**src/design/sre_pkg.sv**
```systemverilog
// shared types and constants for the spawn rate estimator
`timescale 1ns / 1ps

package sre_pkg;

    localparam int DVD_W = 96;  // dividend and quotient width of the serial divider
    localparam int DVS_W = 64;  // divisor width
    localparam int MUL_W = 40;  // operand width of the serial multiplier
    localparam int CNT_W = 7;   // step count width, holds up to DVD_W

    // request from the sequencer to a serial unit
    typedef struct packed {
        logic             start;
        logic [CNT_W-1:0] nbits;
    } sre_op_t;

    typedef enum logic [3:0] {
        ST_IDLE,
        ST_SUM,
        ST_MEAN,
        ST_TACC,
        ST_WDIV,
        ST_ML,
        ST_MULC,
        ST_MULL,
        ST_A,
        ST_RATE,
        ST_LIFE,
        ST_VOL,
        ST_DONE
    } sre_state_t;

endpackage

```
**src/design/sre_div.sv**
```systemverilog
// bit-serial restoring divider, one quotient bit per cycle
`timescale 1ns / 1ps

module sre_div import sre_pkg::*; (
    input  logic             aclk,
    input  logic             aresetn,
    input  sre_op_t          req,
    input  logic [DVD_W-1:0] dividend,
    input  logic [DVS_W-1:0] divisor,
    output logic             done,
    output logic [DVD_W-1:0] quotient
);

    logic             busy_reg;
    logic             done_reg;
    logic [CNT_W-1:0] cnt_reg;
    logic [DVD_W-1:0] dvd_reg;
    logic [DVS_W-1:0] rem_reg;
    logic [DVD_W-1:0] quo_reg;
    logic [DVS_W:0]   rcat;
    logic [DVS_W:0]   diff;
    logic             ge;

    // dividend arrives left aligned, nbits steps consume its top bits
    assign rcat = {rem_reg, dvd_reg[DVD_W-1]};
    assign diff = rcat - {1'b0, divisor};
    assign ge   = rcat >= {1'b0, divisor};

    always_ff @(posedge aclk) begin
        if (!aresetn) begin
            busy_reg <= 1'b0;
            done_reg <= 1'b0;
        end else begin
            done_reg <= 1'b0;
            if (req.start) begin
                busy_reg <= 1'b1;
            end else if (busy_reg && cnt_reg == CNT_W'(1)) begin
                busy_reg <= 1'b0;
                done_reg <= 1'b1;
            end
        end
    end

    always_ff @(posedge aclk) begin
        if (req.start) begin
            cnt_reg <= req.nbits;
            dvd_reg <= dividend;
            rem_reg <= '0;
            quo_reg <= '0;
        end else if (busy_reg) begin
            cnt_reg <= cnt_reg - CNT_W'(1);
            dvd_reg <= {dvd_reg[DVD_W-2:0], 1'b0};
            rem_reg <= ge ? diff[DVS_W-1:0] : rcat[DVS_W-1:0];
            quo_reg <= {quo_reg[DVD_W-2:0], ge};
        end
    end

    assign done     = done_reg;
    assign quotient = quo_reg;

endmodule

```
**src/design/sre_mul.sv**
```systemverilog
// shift-and-add multiplier, one multiplier bit per cycle
`timescale 1ns / 1ps

module sre_mul import sre_pkg::*; (
    input  logic               aclk,
    input  logic               aresetn,
    input  sre_op_t            req,
    input  logic [MUL_W-1:0]   op_a,
    input  logic [MUL_W-1:0]   op_b,
    output logic               done,
    output logic [2*MUL_W-1:0] product
);

    logic               busy_reg;
    logic               done_reg;
    logic [CNT_W-1:0]   cnt_reg;
    logic [2*MUL_W-1:0] acc_reg;
    logic [2*MUL_W-1:0] ash_reg;
    logic [MUL_W-1:0]   bsh_reg;

    always_ff @(posedge aclk) begin
        if (!aresetn) begin
            busy_reg <= 1'b0;
            done_reg <= 1'b0;
        end else begin
            done_reg <= 1'b0;
            if (req.start) begin
                busy_reg <= 1'b1;
            end else if (busy_reg && cnt_reg == CNT_W'(1)) begin
                busy_reg <= 1'b0;
                done_reg <= 1'b1;
            end
        end
    end

    always_ff @(posedge aclk) begin
        if (req.start) begin
            cnt_reg <= req.nbits;
            acc_reg <= '0;
            ash_reg <= {{MUL_W{1'b0}}, op_a};
            bsh_reg <= op_b;
        end else if (busy_reg) begin
            cnt_reg <= cnt_reg - CNT_W'(1);
            if (bsh_reg[0]) begin
                acc_reg <= acc_reg + ash_reg;
            end
            ash_reg <= {ash_reg[2*MUL_W-2:0], 1'b0};
            bsh_reg <= {1'b0, bsh_reg[MUL_W-1:1]};
        end
    end

    assign done    = done_reg;
    assign product = acc_reg;

endmodule

```
**src/design/sre_hist.sv**
```systemverilog
// sample history: shift on push, one indexed read, slot zero is the open interval
`timescale 1ns / 1ps

module sre_hist import sre_pkg::*; #(
    parameter int HISTORY_DEPTH = 8
) (
    input  logic                             aclk,
    input  logic                             push,
    input  logic [31:0]                      push_interval,
    input  logic [15:0]                      push_count,
    input  logic [39:0]                      push_life,
    input  logic [31:0]                      open_interval,
    input  logic [$clog2(HISTORY_DEPTH)-1:0] rd_idx,
    output logic [31:0]                      rd_interval,
    output logic [15:0]                      rd_count,
    output logic [39:0]                      rd_life
);

    logic [31:0] iv_reg  [1:HISTORY_DEPTH-1];
    logic [15:0] cnt_reg [HISTORY_DEPTH];
    logic [39:0] life_reg[HISTORY_DEPTH];

    always_ff @(posedge aclk) begin
        if (push) begin
            // closed interval lands in slot one, older ones move down
            iv_reg[1]   <= push_interval;
            cnt_reg[0]  <= push_count;
            life_reg[0] <= push_life;
            for (int k = 2; k < HISTORY_DEPTH; k++) begin
                iv_reg[k] <= iv_reg[k-1];
            end
            for (int k = 1; k < HISTORY_DEPTH; k++) begin
                cnt_reg[k]  <= cnt_reg[k-1];
                life_reg[k] <= life_reg[k-1];
            end
        end
    end

    assign rd_interval = (rd_idx == '0) ? open_interval : iv_reg[rd_idx];
    assign rd_count    = cnt_reg[rd_idx];
    assign rd_life     = life_reg[rd_idx];

endmodule

```
**src/design/spawn_rate_estimator.sv**
```systemverilog
// spawn rate estimator top level: sequencer, accumulators and result register
//
//  channel   ports                                              direction
//  s_        elapsed_time, spawned_count, lifetime_total        in, one request per tick
//  m_        rate/life/volume_estimate, estimate_valid, saturated  out, one per request
//
// one request at a time; s_ready is high only while the sequencer is idle
// work per request: under two samples straight to done; otherwise sum, mean, then per
//   weighted sample weight and lifetime divides and two multiplies, then rate, life and volume,
//   on the bit-serial divider (one quotient bit a cycle) and shift-add multiplier
// a finished result waits in the output register, the next request is taken meanwhile
// aresetn is synchronous: history empty, open interval zero, no result pending
`timescale 1ns / 1ps

module spawn_rate_estimator import sre_pkg::*; #(
    parameter int HISTORY_DEPTH = 8
) (
    input  logic        aclk,
    input  logic        aresetn,
    input  logic        s_valid,
    output logic        s_ready,
    input  logic [23:0] s_elapsed_time,
    input  logic [15:0] s_spawned_count,
    input  logic [39:0] s_lifetime_total,
    output logic        m_valid,
    input  logic        m_ready,
    output logic [39:0] m_rate_estimate,
    output logic [31:0] m_life_estimate,
    output logic [31:0] m_volume_estimate,
    output logic        m_estimate_valid,
    output logic        m_saturated
);

    localparam int IW = $clog2(HISTORY_DEPTH);
    localparam int HW = $clog2(HISTORY_DEPTH + 1);
    localparam int SW = 32 + IW;

    // saturating 64 bit add, top bit flags the clamp
    function automatic logic [64:0] add_sat(input logic [63:0] a, input logic [63:0] b);
        logic [64:0] s;
        s = {1'b0, a} + {1'b0, b};
        return s[64] ? {1'b1, {64{1'b1}}} : s;
    endfunction

    sre_state_t state_reg, state_next;

    logic          pend_reg,  pend_next;
    logic [IW-1:0] idx_reg,   idx_next;
    logic [HW-1:0] held_reg,  held_next;
    logic [31:0]   open_reg,  open_next;
    logic          sat_reg,   sat_next;
    logic          est_reg,   est_next;
    logic [SW-1:0] sum_reg,   sum_next;
    logic [31:0]   mean_reg,  mean_next;
    logic [SW-1:0] tsum_reg,  tsum_next;
    logic [32:0]   w_reg,     w_next;
    logic [39:0]   ml_reg,    ml_next;
    logic [63:0]   wsum_reg,  wsum_next;
    logic [63:0]   rsum_reg,  rsum_next;
    logic [63:0]   lsum_reg,  lsum_next;
    logic [63:0]   a_reg,     a_next;
    logic [39:0]   rate_reg,  rate_next;
    logic [31:0]   life_reg,  life_next;
    logic [31:0]   vol_reg,   vol_next;

    logic          m_valid_reg;
    logic [39:0]   out_rate_reg;
    logic [31:0]   out_life_reg;
    logic [31:0]   out_vol_reg;
    logic          out_est_reg;
    logic          out_sat_reg;

    // serial units
    sre_op_t            div_req, mul_req;
    logic [DVD_W-1:0]   div_dvd;
    logic [DVS_W-1:0]   div_dvs;
    logic               div_done;
    logic [DVD_W-1:0]   div_q;
    logic [MUL_W-1:0]   mul_a, mul_b;
    logic               mul_done;
    logic [2*MUL_W-1:0] mul_p;
    logic               unit_done;

    // history read
    logic [31:0] rd_interval;
    logic [15:0] rd_count;
    logic [39:0] rd_life;

    // request side
    logic          accept;
    logic          push;
    logic [32:0]   t_sum;
    logic          t_ovf;
    logic [31:0]   t_sat;
    logic [HW-1:0] held_after;
    logic          idx_last;
    logic [SW-1:0] tsum_new;
    logic          out_free;

    assign accept     = s_valid && s_ready;
    assign push       = accept && (s_spawned_count != '0);
    assign t_sum      = {1'b0, open_reg} + {9'b0, s_elapsed_time};
    assign t_ovf      = t_sum[32];
    assign t_sat      = t_ovf ? 32'hFFFF_FFFF : t_sum[31:0];
    assign held_after = (s_spawned_count == '0) ? held_reg :
                        (held_reg == HW'(HISTORY_DEPTH)) ? held_reg : held_reg + HW'(1);
    assign idx_last   = (HW'(idx_reg) + HW'(1)) == held_reg;
    assign tsum_new   = tsum_reg + SW'(rd_interval);
    assign unit_done  = div_done || mul_done;
    assign out_free   = !m_valid_reg || m_ready;

    sre_hist #(
        .HISTORY_DEPTH(HISTORY_DEPTH)
    ) u_hist (
        .aclk         (aclk),
        .push         (push),
        .push_interval(t_sat),
        .push_count   (s_spawned_count),
        .push_life    (s_lifetime_total),
        .open_interval(open_reg),
        .rd_idx       (idx_reg),
        .rd_interval  (rd_interval),
        .rd_count     (rd_count),
        .rd_life      (rd_life)
    );

    sre_div u_div (
        .aclk    (aclk),
        .aresetn (aresetn),
        .req     (div_req),
        .dividend(div_dvd),
        .divisor (div_dvs),
        .done    (div_done),
        .quotient(div_q)
    );

    sre_mul u_mul (
        .aclk   (aclk),
        .aresetn(aresetn),
        .req    (mul_req),
        .op_a   (mul_a),
        .op_b   (mul_b),
        .done   (mul_done),
        .product(mul_p)
    );

    // next state
    always_comb begin
        state_next = state_reg;
        unique case (state_reg)
            ST_IDLE: begin
                if (s_valid) begin
                    state_next = (held_after > HW'(1)) ? ST_SUM : ST_DONE;
                end
            end
            ST_SUM:  if (idx_last) state_next = ST_MEAN;
            ST_MEAN: if (unit_done) state_next = ST_TACC;
            ST_TACC: state_next = (tsum_new == '0) ? ST_ML : ST_WDIV;
            ST_WDIV: if (unit_done) state_next = ST_ML;
            ST_ML: begin
                if (rd_count == '0 || unit_done) state_next = ST_MULC;
            end
            ST_MULC: if (unit_done) state_next = ST_MULL;
            ST_MULL: begin
                if (unit_done) state_next = idx_last ? ST_A : ST_TACC;
            end
            ST_A: begin
                if (wsum_reg == '0) state_next = ST_DONE;
                else if (unit_done) state_next = ST_RATE;
            end
            ST_RATE: begin
                if (mean_reg == '0 || unit_done) state_next = ST_LIFE;
            end
            ST_LIFE: if (unit_done) state_next = ST_VOL;
            ST_VOL:  if (unit_done) state_next = ST_DONE;
            ST_DONE: if (out_free) state_next = ST_IDLE;
            default: state_next = ST_IDLE;
        endcase
    end

    // unit requests and operands
    always_comb begin
        s_ready       = 1'b0;
        div_req.start = 1'b0;
        div_req.nbits = CNT_W'(DVD_W);
        div_dvd       = '0;
        div_dvs       = '0;
        mul_req.start = 1'b0;
        mul_req.nbits = CNT_W'(MUL_W);
        mul_a         = {7'b0, w_reg};
        mul_b         = '0;
        unique case (state_reg)
            ST_IDLE: s_ready = 1'b1;
            ST_MEAN: begin
                // mean of the older intervals
                div_req.start = !pend_reg;
                div_req.nbits = CNT_W'(SW);
                div_dvd       = {sum_reg, {(DVD_W-SW){1'b0}}};
                div_dvs       = DVS_W'(held_reg - HW'(1));
            end
            ST_WDIV: begin
                // weight = 2^32 / cumulative time
                div_req.start = !pend_reg;
                div_req.nbits = CNT_W'(33);
                div_dvd       = {33'h1_0000_0000, {(DVD_W-33){1'b0}}};
                div_dvs       = DVS_W'(tsum_reg);
            end
            ST_ML: begin
                // mean lifetime of one sample
                div_req.start = !pend_reg && (rd_count != '0);
                div_req.nbits = CNT_W'(40);
                div_dvd       = {rd_life, {(DVD_W-40){1'b0}}};
                div_dvs       = {48'b0, rd_count};
            end
            ST_MULC: begin
                mul_req.start = !pend_reg;
                mul_req.nbits = CNT_W'(16);
                mul_b         = {24'b0, rd_count};
            end
            ST_MULL: begin
                mul_req.start = !pend_reg;
                mul_req.nbits = CNT_W'(40);
                mul_b         = ml_reg;
            end
            ST_A: begin
                // rsum * 2^32 / wsum
                div_req.start = !pend_reg && (wsum_reg != '0);
                div_req.nbits = CNT_W'(DVD_W);
                div_dvd       = {rsum_reg, 32'b0};
                div_dvs       = wsum_reg;
            end
            ST_RATE: begin
                div_req.start = !pend_reg && (mean_reg != '0);
                div_req.nbits = CNT_W'(64);
                div_dvd       = {a_reg, 32'b0};
                div_dvs       = {32'b0, mean_reg};
            end
            ST_LIFE: begin
                div_req.start = !pend_reg;
                div_req.nbits = CNT_W'(64);
                div_dvd       = {lsum_reg, 32'b0};
                div_dvs       = wsum_reg;
            end
            ST_VOL: begin
                mul_req.start = !pend_reg;
                mul_req.nbits = CNT_W'(32);
                mul_a         = rate_reg;
                mul_b         = {8'b0, life_reg};
            end
            default: begin
            end
        endcase
    end

    // datapath updates
    always_comb begin
        logic [64:0] s1;
        logic [64:0] s2;
        logic [63:0] pv;

        pend_next = pend_reg;
        idx_next  = idx_reg;
        held_next = held_reg;
        open_next = open_reg;
        sat_next  = sat_reg;
        est_next  = est_reg;
        sum_next  = sum_reg;
        mean_next = mean_reg;
        tsum_next = tsum_reg;
        w_next    = w_reg;
        ml_next   = ml_reg;
        wsum_next = wsum_reg;
        rsum_next = rsum_reg;
        lsum_next = lsum_reg;
        a_next    = a_reg;
        rate_next = rate_reg;
        life_next = life_reg;
        vol_next  = vol_reg;
        s1        = '0;
        s2        = '0;
        pv        = '0;

        if (div_req.start || mul_req.start) begin
            pend_next = 1'b1;
        end else if (unit_done) begin
            pend_next = 1'b0;
        end

        case (state_reg)
            ST_IDLE: begin
                if (accept) begin
                    open_next = push ? 32'b0 : t_sat;
                    held_next = held_after;
                    sat_next  = t_ovf;
                    est_next  = held_after > HW'(1);
                    idx_next  = IW'(1);
                    sum_next  = '0;
                    rate_next = '0;
                    life_next = '0;
                    vol_next  = '0;
                end
            end
            ST_SUM: begin
                sum_next = sum_reg + SW'(rd_interval);
                if (!idx_last) idx_next = idx_reg + IW'(1);
            end
            ST_MEAN: begin
                if (unit_done) begin
                    mean_next = div_q[31:0];
                    // open interval counts only when longer than the mean
                    idx_next  = (open_reg > div_q[31:0]) ? IW'(0) : IW'(1);
                    tsum_next = '0;
                    wsum_next = '0;
                    rsum_next = '0;
                    lsum_next = '0;
                end
            end
            ST_TACC: begin
                tsum_next = tsum_new;
                if (tsum_new == '0) begin
                    w_next   = 33'h1_0000_0000;
                    sat_next = 1'b1;
                end
            end
            ST_WDIV: if (unit_done) w_next = div_q[32:0];
            ST_ML: begin
                if (rd_count == '0) ml_next = '0;
                else if (unit_done) ml_next = div_q[39:0];
            end
            ST_MULC: begin
                if (unit_done) begin
                    s1        = add_sat(rsum_reg, mul_p[63:0]);
                    s2        = add_sat(wsum_reg, {31'b0, w_reg});
                    rsum_next = s1[63:0];
                    wsum_next = s2[63:0];
                    sat_next  = sat_reg || s1[64] || s2[64];
                end
            end
            ST_MULL: begin
                if (unit_done) begin
                    pv        = (mul_p[79:64] != '0) ? {64{1'b1}} : mul_p[63:0];
                    s1        = add_sat(lsum_reg, pv);
                    lsum_next = s1[63:0];
                    sat_next  = sat_reg || s1[64] || (mul_p[79:64] != '0);
                    if (!idx_last) idx_next = idx_reg + IW'(1);
                end
            end
            ST_A: begin
                if (unit_done) begin
                    if (div_q[95:64] != '0) begin
                        a_next   = {64{1'b1}};
                        sat_next = 1'b1;
                    end else begin
                        a_next = div_q[63:0];
                    end
                end
            end
            ST_RATE: begin
                if (mean_reg == '0) begin
                    rate_next = {40{1'b1}};
                    sat_next  = 1'b1;
                end else if (unit_done) begin
                    if (div_q[95:40] != '0) begin
                        rate_next = {40{1'b1}};
                        sat_next  = 1'b1;
                    end else begin
                        rate_next = div_q[39:0];
                    end
                end
            end
            ST_LIFE: begin
                if (unit_done) begin
                    if (div_q[95:32] != '0) begin
                        life_next = {32{1'b1}};
                        sat_next  = 1'b1;
                    end else begin
                        life_next = div_q[31:0];
                    end
                end
            end
            ST_VOL: begin
                if (unit_done) begin
                    if (mul_p[79:64] != '0) begin
                        vol_next = {32{1'b1}};
                        sat_next = 1'b1;
                    end else begin
                        vol_next = mul_p[63:32];
                    end
                end
            end
            default: begin
            end
        endcase
    end

    // control state
    always_ff @(posedge aclk) begin
        if (!aresetn) begin
            state_reg   <= ST_IDLE;
            pend_reg    <= 1'b0;
            held_reg    <= '0;
            open_reg    <= '0;
            m_valid_reg <= 1'b0;
        end else begin
            state_reg <= state_next;
            pend_reg  <= pend_next;
            held_reg  <= held_next;
            open_reg  <= open_next;
            if (state_reg == ST_DONE && out_free) begin
                m_valid_reg <= 1'b1;
            end else if (m_ready) begin
                m_valid_reg <= 1'b0;
            end
        end
    end

    // working registers and result register
    always_ff @(posedge aclk) begin
        idx_reg  <= idx_next;
        sat_reg  <= sat_next;
        est_reg  <= est_next;
        sum_reg  <= sum_next;
        mean_reg <= mean_next;
        tsum_reg <= tsum_next;
        w_reg    <= w_next;
        ml_reg   <= ml_next;
        wsum_reg <= wsum_next;
        rsum_reg <= rsum_next;
        lsum_reg <= lsum_next;
        a_reg    <= a_next;
        rate_reg <= rate_next;
        life_reg <= life_next;
        vol_reg  <= vol_next;
        if (state_reg == ST_DONE && out_free) begin
            out_rate_reg <= rate_reg;
            out_life_reg <= life_reg;
            out_vol_reg  <= vol_reg;
            out_est_reg  <= est_reg;
            out_sat_reg  <= sat_reg;
        end
    end

    assign m_valid           = m_valid_reg;
    assign m_rate_estimate   = out_rate_reg;
    assign m_life_estimate   = out_life_reg;
    assign m_volume_estimate = out_vol_reg;
    assign m_estimate_valid  = out_est_reg;
    assign m_saturated       = out_sat_reg;

endmodule

```
**config.mk**
```make
export PLATFORM = sky130hd
export DESIGN_NAME = spawn_rate_estimator
export DESIGN_NICKNAME = d
export VERILOG_FILES = /design/src/design/sre_pkg.sv /design/src/design/sre_div.sv /design/src/design/sre_mul.sv /design/src/design/sre_hist.sv /design/src/design/spawn_rate_estimator.sv
export SDC_FILE = /design/constraint.sdc
export NUM_CORES = 2
export LEC_CHECK = 0
export BUFFER_PORTS_ARGS = -buffer_cell sky130_fd_sc_hd__buf_2
export CAP_MARGIN = 10
export CORE_MARGIN = 10
export CORE_UTILIZATION = 35
export DETAILED_ROUTE_END_ITERATION = 7
export PLACE_DENSITY_LB_ADDON = 0.1
export SLEW_MARGIN = 40
export SYNTH_ARGS = -nofsm -noshare
export SYNTH_HDL_FRONTEND = slang
export SYNTH_SLANG_ARGS = --single-unit
```
**constraint.sdc**
```tcl
create_clock -name aclk -period 60 [get_ports aclk]
set_clock_uncertainty 0.2 [all_clocks]
set_input_delay 6 -clock aclk [delete_from_list [all_inputs] [get_ports aclk]]
set_output_delay 6 -clock aclk [all_outputs]
set_load 0.02 [all_outputs]
```
# == After elaboration in Yosys (flattened, before gate mapping) ==
# Memory sizes are Yosys's and may differ from the RTL's. A register that Yosys moved wholly into a read port is not among the register bits.
# Cells that the tools add are included.
# totals
out_inout_bits,108
register_bits,1162
ramBits,672
memories,3
# op_classes
n_addsub,14
n_eq_ne,36
bitwise,1
muxes,106
n_reduce_logical,70
order_cmp,3
# mem_list
name,depth,word_bits,read_ports,rd_clocked_by_memory_dff,write_ports,line_no,source
u_hist.life_reg,8,40,8,1,8,sre_hist.sv:21,logic [39:0] life_reg[HISTORY_DEPTH];
u_hist.iv_reg,7,32,7,1,7,sre_hist.sv:19,logic [31:0] iv_reg [1:HISTORY_DEPTH-1];
u_hist.cnt_reg,8,16,8,1,8,sre_hist.sv:20,logic [15:0] cnt_reg [HISTORY_DEPTH];
# op_table
op,count
96-bit one-hot mux with 6 select lines,1
40-bit two-way mux,10
64-bit two-way mux,6
64-bit one-hot mux with 2 select lines,3
64-bit one-hot mux with 5 select lines,1
32-bit two-way mux,8
65-bit two-way mux,3
96-bit two-way mux,2
35-bit one-hot mux with 2 select lines,2
64-bit by 64-bit adder with 65-bit output,2
32-bit one-hot mux with 2 select lines,2
64-bit nonzero test,2
40-bit one-hot mux with 3 select lines,1
80-bit adder,1
40-bit one-hot mux with 2 select lines,1
35-bit by 32-bit adder with 35-bit output,2
35-bit two-way mux,2
4-bit two-way mux,17
33-bit two-way mux,2
33-bit one-hot mux with 2 select lines,1
64-bit by 33-bit adder with 65-bit output,1
65-bit by 64-bit greater-or-equal comparator with 1-bit output,1
64-bit logical NOT,1
32-bit nonzero test,2
other kinds (45),156

# == Logic depth before layout (Yosys ltp) ==
# depth
ltp_word,8
depth_mapped,24
depth_no_buf,19

# == Modules after synthesis ==
# From an unflattened synthesis, not the netlist that was laid out.
# hier_totals
cells_unflattened,8438
hier_area_um2,96491.3
# modules_own_cells
mod,area_per_inst_um2,cells_per_inst,n_inst
spawn_rate_estimator,43549.3,4427,1
sre_hist,25771.0,1124,1
sre_div,14326.2,1488,1
sre_mul,12844.8,1399,1

# == Worst setup path after synthesis ==
# Ideal clock, no wire load.
# synth_path
path_kind,input-to-reg
from,input s_spawned_count[0]
to,register held_reg[2]
required_ps,58902
path_slack_ps,32725
cell_stages,6
setup_time_ps,898
t_arrival_ps,26176
cell_sequence,nor4_1 nand4_1 clkbuf_1 and2_1 clkbuf_1 a311oi_1
# synth_between
elab_chain_cells,2
# synth_lines
item,line_no,source
start: declaration,spawn_rate_estimator.sv:23,"input logic [15:0] s_spawned_count,"
16-bit logical NOT,spawn_rate_estimator.sv:105,assign held_after = (s_spawned_count == '0) ? held_reg :
4-bit two-way mux,spawn_rate_estimator.sv:105,
end signal: assignment,spawn_rate_estimator.sv:407,held_reg <= held_next;
end: declaration,spawn_rate_estimator.sv:49,"logic [HW-1:0] held_reg, held_next;"
# Every way passes these cells.
# A chain may end at the register's enable or synchronous reset.

==> qor.yml <==
tightest_slew_ns: 0.9632
synthTopCellsByCount: "1476 x edfxtp_1, 865 x nor2_1, 796 x a21oi_1"
syn-num-nets: 9123
fmax_mhz: 110.7
ir_drop_mv: 0.05159
initial_core_util_pct: 35.16
setup_viol: 0
grt_overflow: 0
cp_top_family: "compound AO/OA/AOI/OAI gates"
async_flop_share_pct: 0
finalMaxSlewViolations: 0
grt_pass1_vias: 68370
synth_top_area_share_pct: 46.56
cts.sinks: 1805
slew_headroom_pct: 35.62
syn_area_um2: 95190
slowest_stage: "a21oi_2"
power_density_nw_per_um2: 48.21
largest_register_ffs: 320
dieArea_um2: 293200
period_share_pct: 15.06
period_needed_ns: 9.036
htreeDepth: 4
post_drt_wl_per_cell_um: 25.56
syn-instance-count: 8599
viasPerCell: 5.615
drc: 0
leakage_uw: 0.03968
critPathKind: "input pin to flip-flop"
hold_class: "flip-flop to flip-flop"
postCtsSetupBuffers: 0
insertion_delay_ns: 0.93
hold_buffers: 0
antenna_found_initial: 16
ant_nets: 0
synth_ff_type: "edfxtp_1"
synth.most_common_cell: "edfxtp_1"
status: "completed"
cts_root_buffer: "clkbuf_16"
dieHeight_um: 541.5
synth_cell_types: 100
fp.coreArea_um2: 270800
rsz0062_at_grt: "no"
die_w_um: 541.5
slowest_delay_ns: 0.51
cts_made_buffers: 212
pin_count: 192
drive_gt1_share_pct: 11.42
drv_cap: 0
cts.clk_slew.worst_paths_ns: 0.06
crit_chain: "buf_2 > ha_1 > inv_1 > fa_1 > nor2b_1 > o21ai_0 > a21oi_1 > a41o_1 > o211ai_1 > o21a_1 > or3_1 > a21oi_2 > nand2_1 > xor2_1 > nand2_1"
port_buffers: 191
grt_max_degree: 173
crit_arrival_ns: 9.48
critPathBufInv: 2
track_usage_pct: 20.67
clock_path_buffers: 4
dp_hpwl_mm: 228.7
setup_tns_ns: 0
tritoncts: "done"
syn_avg_cell_area_um2: 11.07
layout.nets: 9148
ys_warn_count: 0
critPathMaxFanout: 13
row_count: 191
hold_viol: 0
syn2layout_area_growth_pct: 12.78
cts_resized: 0
endpoint_kind: "flip-flop"
synthTopCellsByArea: "edfxtp_1 47%, dfxtp_1 6.9%, ha_1 5.7%"
vias: 69490
start_kind: "input pin"
worst_path_most_repeated_cell: "nand2_1"
yosys.area.top_type: "edfxtp_1"
drtPass1Iterations: 6
wl_mm: 316.3
synth_edf_count: 1476
ys_seq_area_share_pct: 53.48
synth-seq-cells: 1805
power_uw: 5176
drt_iter0_markers: 5965
grt_pass1_wl_mm: 465.5
required_ns: 60.44
place_congestion: 0.9051
metrics by stage:
stage | cells | util [%] | setup WS [ns] | hold WS [ns] | instance area [µm²]
6_report | 12380 | 39.65 | 50.96 | 0.2052 | 107300
5_1_grt | 12370 | 39.64 | 50.75 | 0.2110 | 107300
4_1_cts | 12370 | 39.60 | 50.99 | 0.1982 | 107200
3_5_place_dp | 11980 | 37.00 | 49.96 | 0.2045 | 100200
3_3_place_gp | 11970 | 36.91 | 49.76 | 0.2027 | 99950
2_1_floorplan | 8599 | - | 32.73 | 0.2003 | 95190
per-layer routing:
metal	routed length, µm	vias up	track usage (%)
met1	141800	34590	28.31
met5	0	-	0
met3	14820	483	2.563
met2	145200	1949	33.37
li1	-	32470	-
met4	14460	0	8.134
logic make-up after synthesis:
group | Yosys count | synth area share, %
flip-flops | 1805 | 53.48
adder cells (fa/ha/maj) | 440 | 5.847
buffers and inverters | 706 | 2.848
XOR/XNOR | 369 | 3.395
AND/OR/NAND/NOR | 2521 | 12.19
AO/OA/AOI/OAI | 2345 | 15.95
multiplexers | 413 | 6.287
power by group:
group	leakage [µW]	switching (µW)	internal, µW
combinational	0.0196	1250	716
clock	0.00344	555	767
sequential	0.0166	181	1700
final cells by class:
class,instances,area (µm²)
antenna,3,7.507
clock buffer,278,5787
clock inverter,114,1246
fill,26130,163400
inverter,198,743.2
multi-input combinational,6088,41960
sequential,1805,50930
tap,3570,4467
timing repair buffer,319,2210
placed cells by master, fill, tap and decap left out, types with 39 or more instances in the layout:
| master | instances |
|---|---|
| or2_2 | 78 |
| buf_4 | 100 |
| nand2b_1 | 53 |
| mux2_2 | 39 |
| nor2_1 | 856 |
| dfxtp_1 | 322 |
| buf_2 | 191 |
| mux2i_1 | 229 |
| clkbuf_16 | 215 |
| a31oi_1 | 105 |
| o31ai_1 | 51 |
| inv_1 | 196 |
| ha_1 | 432 |
| nor4_1 | 71 |
| mux4_2 | 144 |
| xor2_1 | 158 |
| nor3_1 | 104 |
| clkinv_2 | 42 |
| o21ai_0 | 309 |
| edfxtp_1 | 1476 |
| a221oi_1 | 48 |
| and2_1 | 86 |
| o211ai_1 | 41 |
| a41oi_1 | 42 |
| xnor2_1 | 211 |
| nand2_1 | 729 |
| or3_1 | 56 |
| a21oi_1 | 792 |
| o21bai_1 | 76 |
| o21a_1 | 110 |
| a22o_1 | 43 |
| nor2b_1 | 61 |
| and3_1 | 67 |
| a21o_1 | 254 |
| nand4_1 | 119 |
| clkbuf_1 | 46 |
| nand3_1 | 140 |
| a211oi_1 | 98 |
| a22oi_1 | 94 |
worst paths after layout:
path | from | endpoint | slack, ns | cells past startpoint
worst max-delay path | s_elapsed_time[0] | u_hist.iv_reg[1][26] | 50.96 | 15
worst min-delay path | u_hist.life_reg[4][20] | u_hist.life_reg[5][20] | 0.21 | 0
worst max register to register | state_reg[2] | u_div.rem_reg[56] | 51.82 | 20
worst min register to register | u_hist.life_reg[4][20] | u_hist.life_reg[5][20] | 0.21 | 0
(Power assumes the default switching activity.)
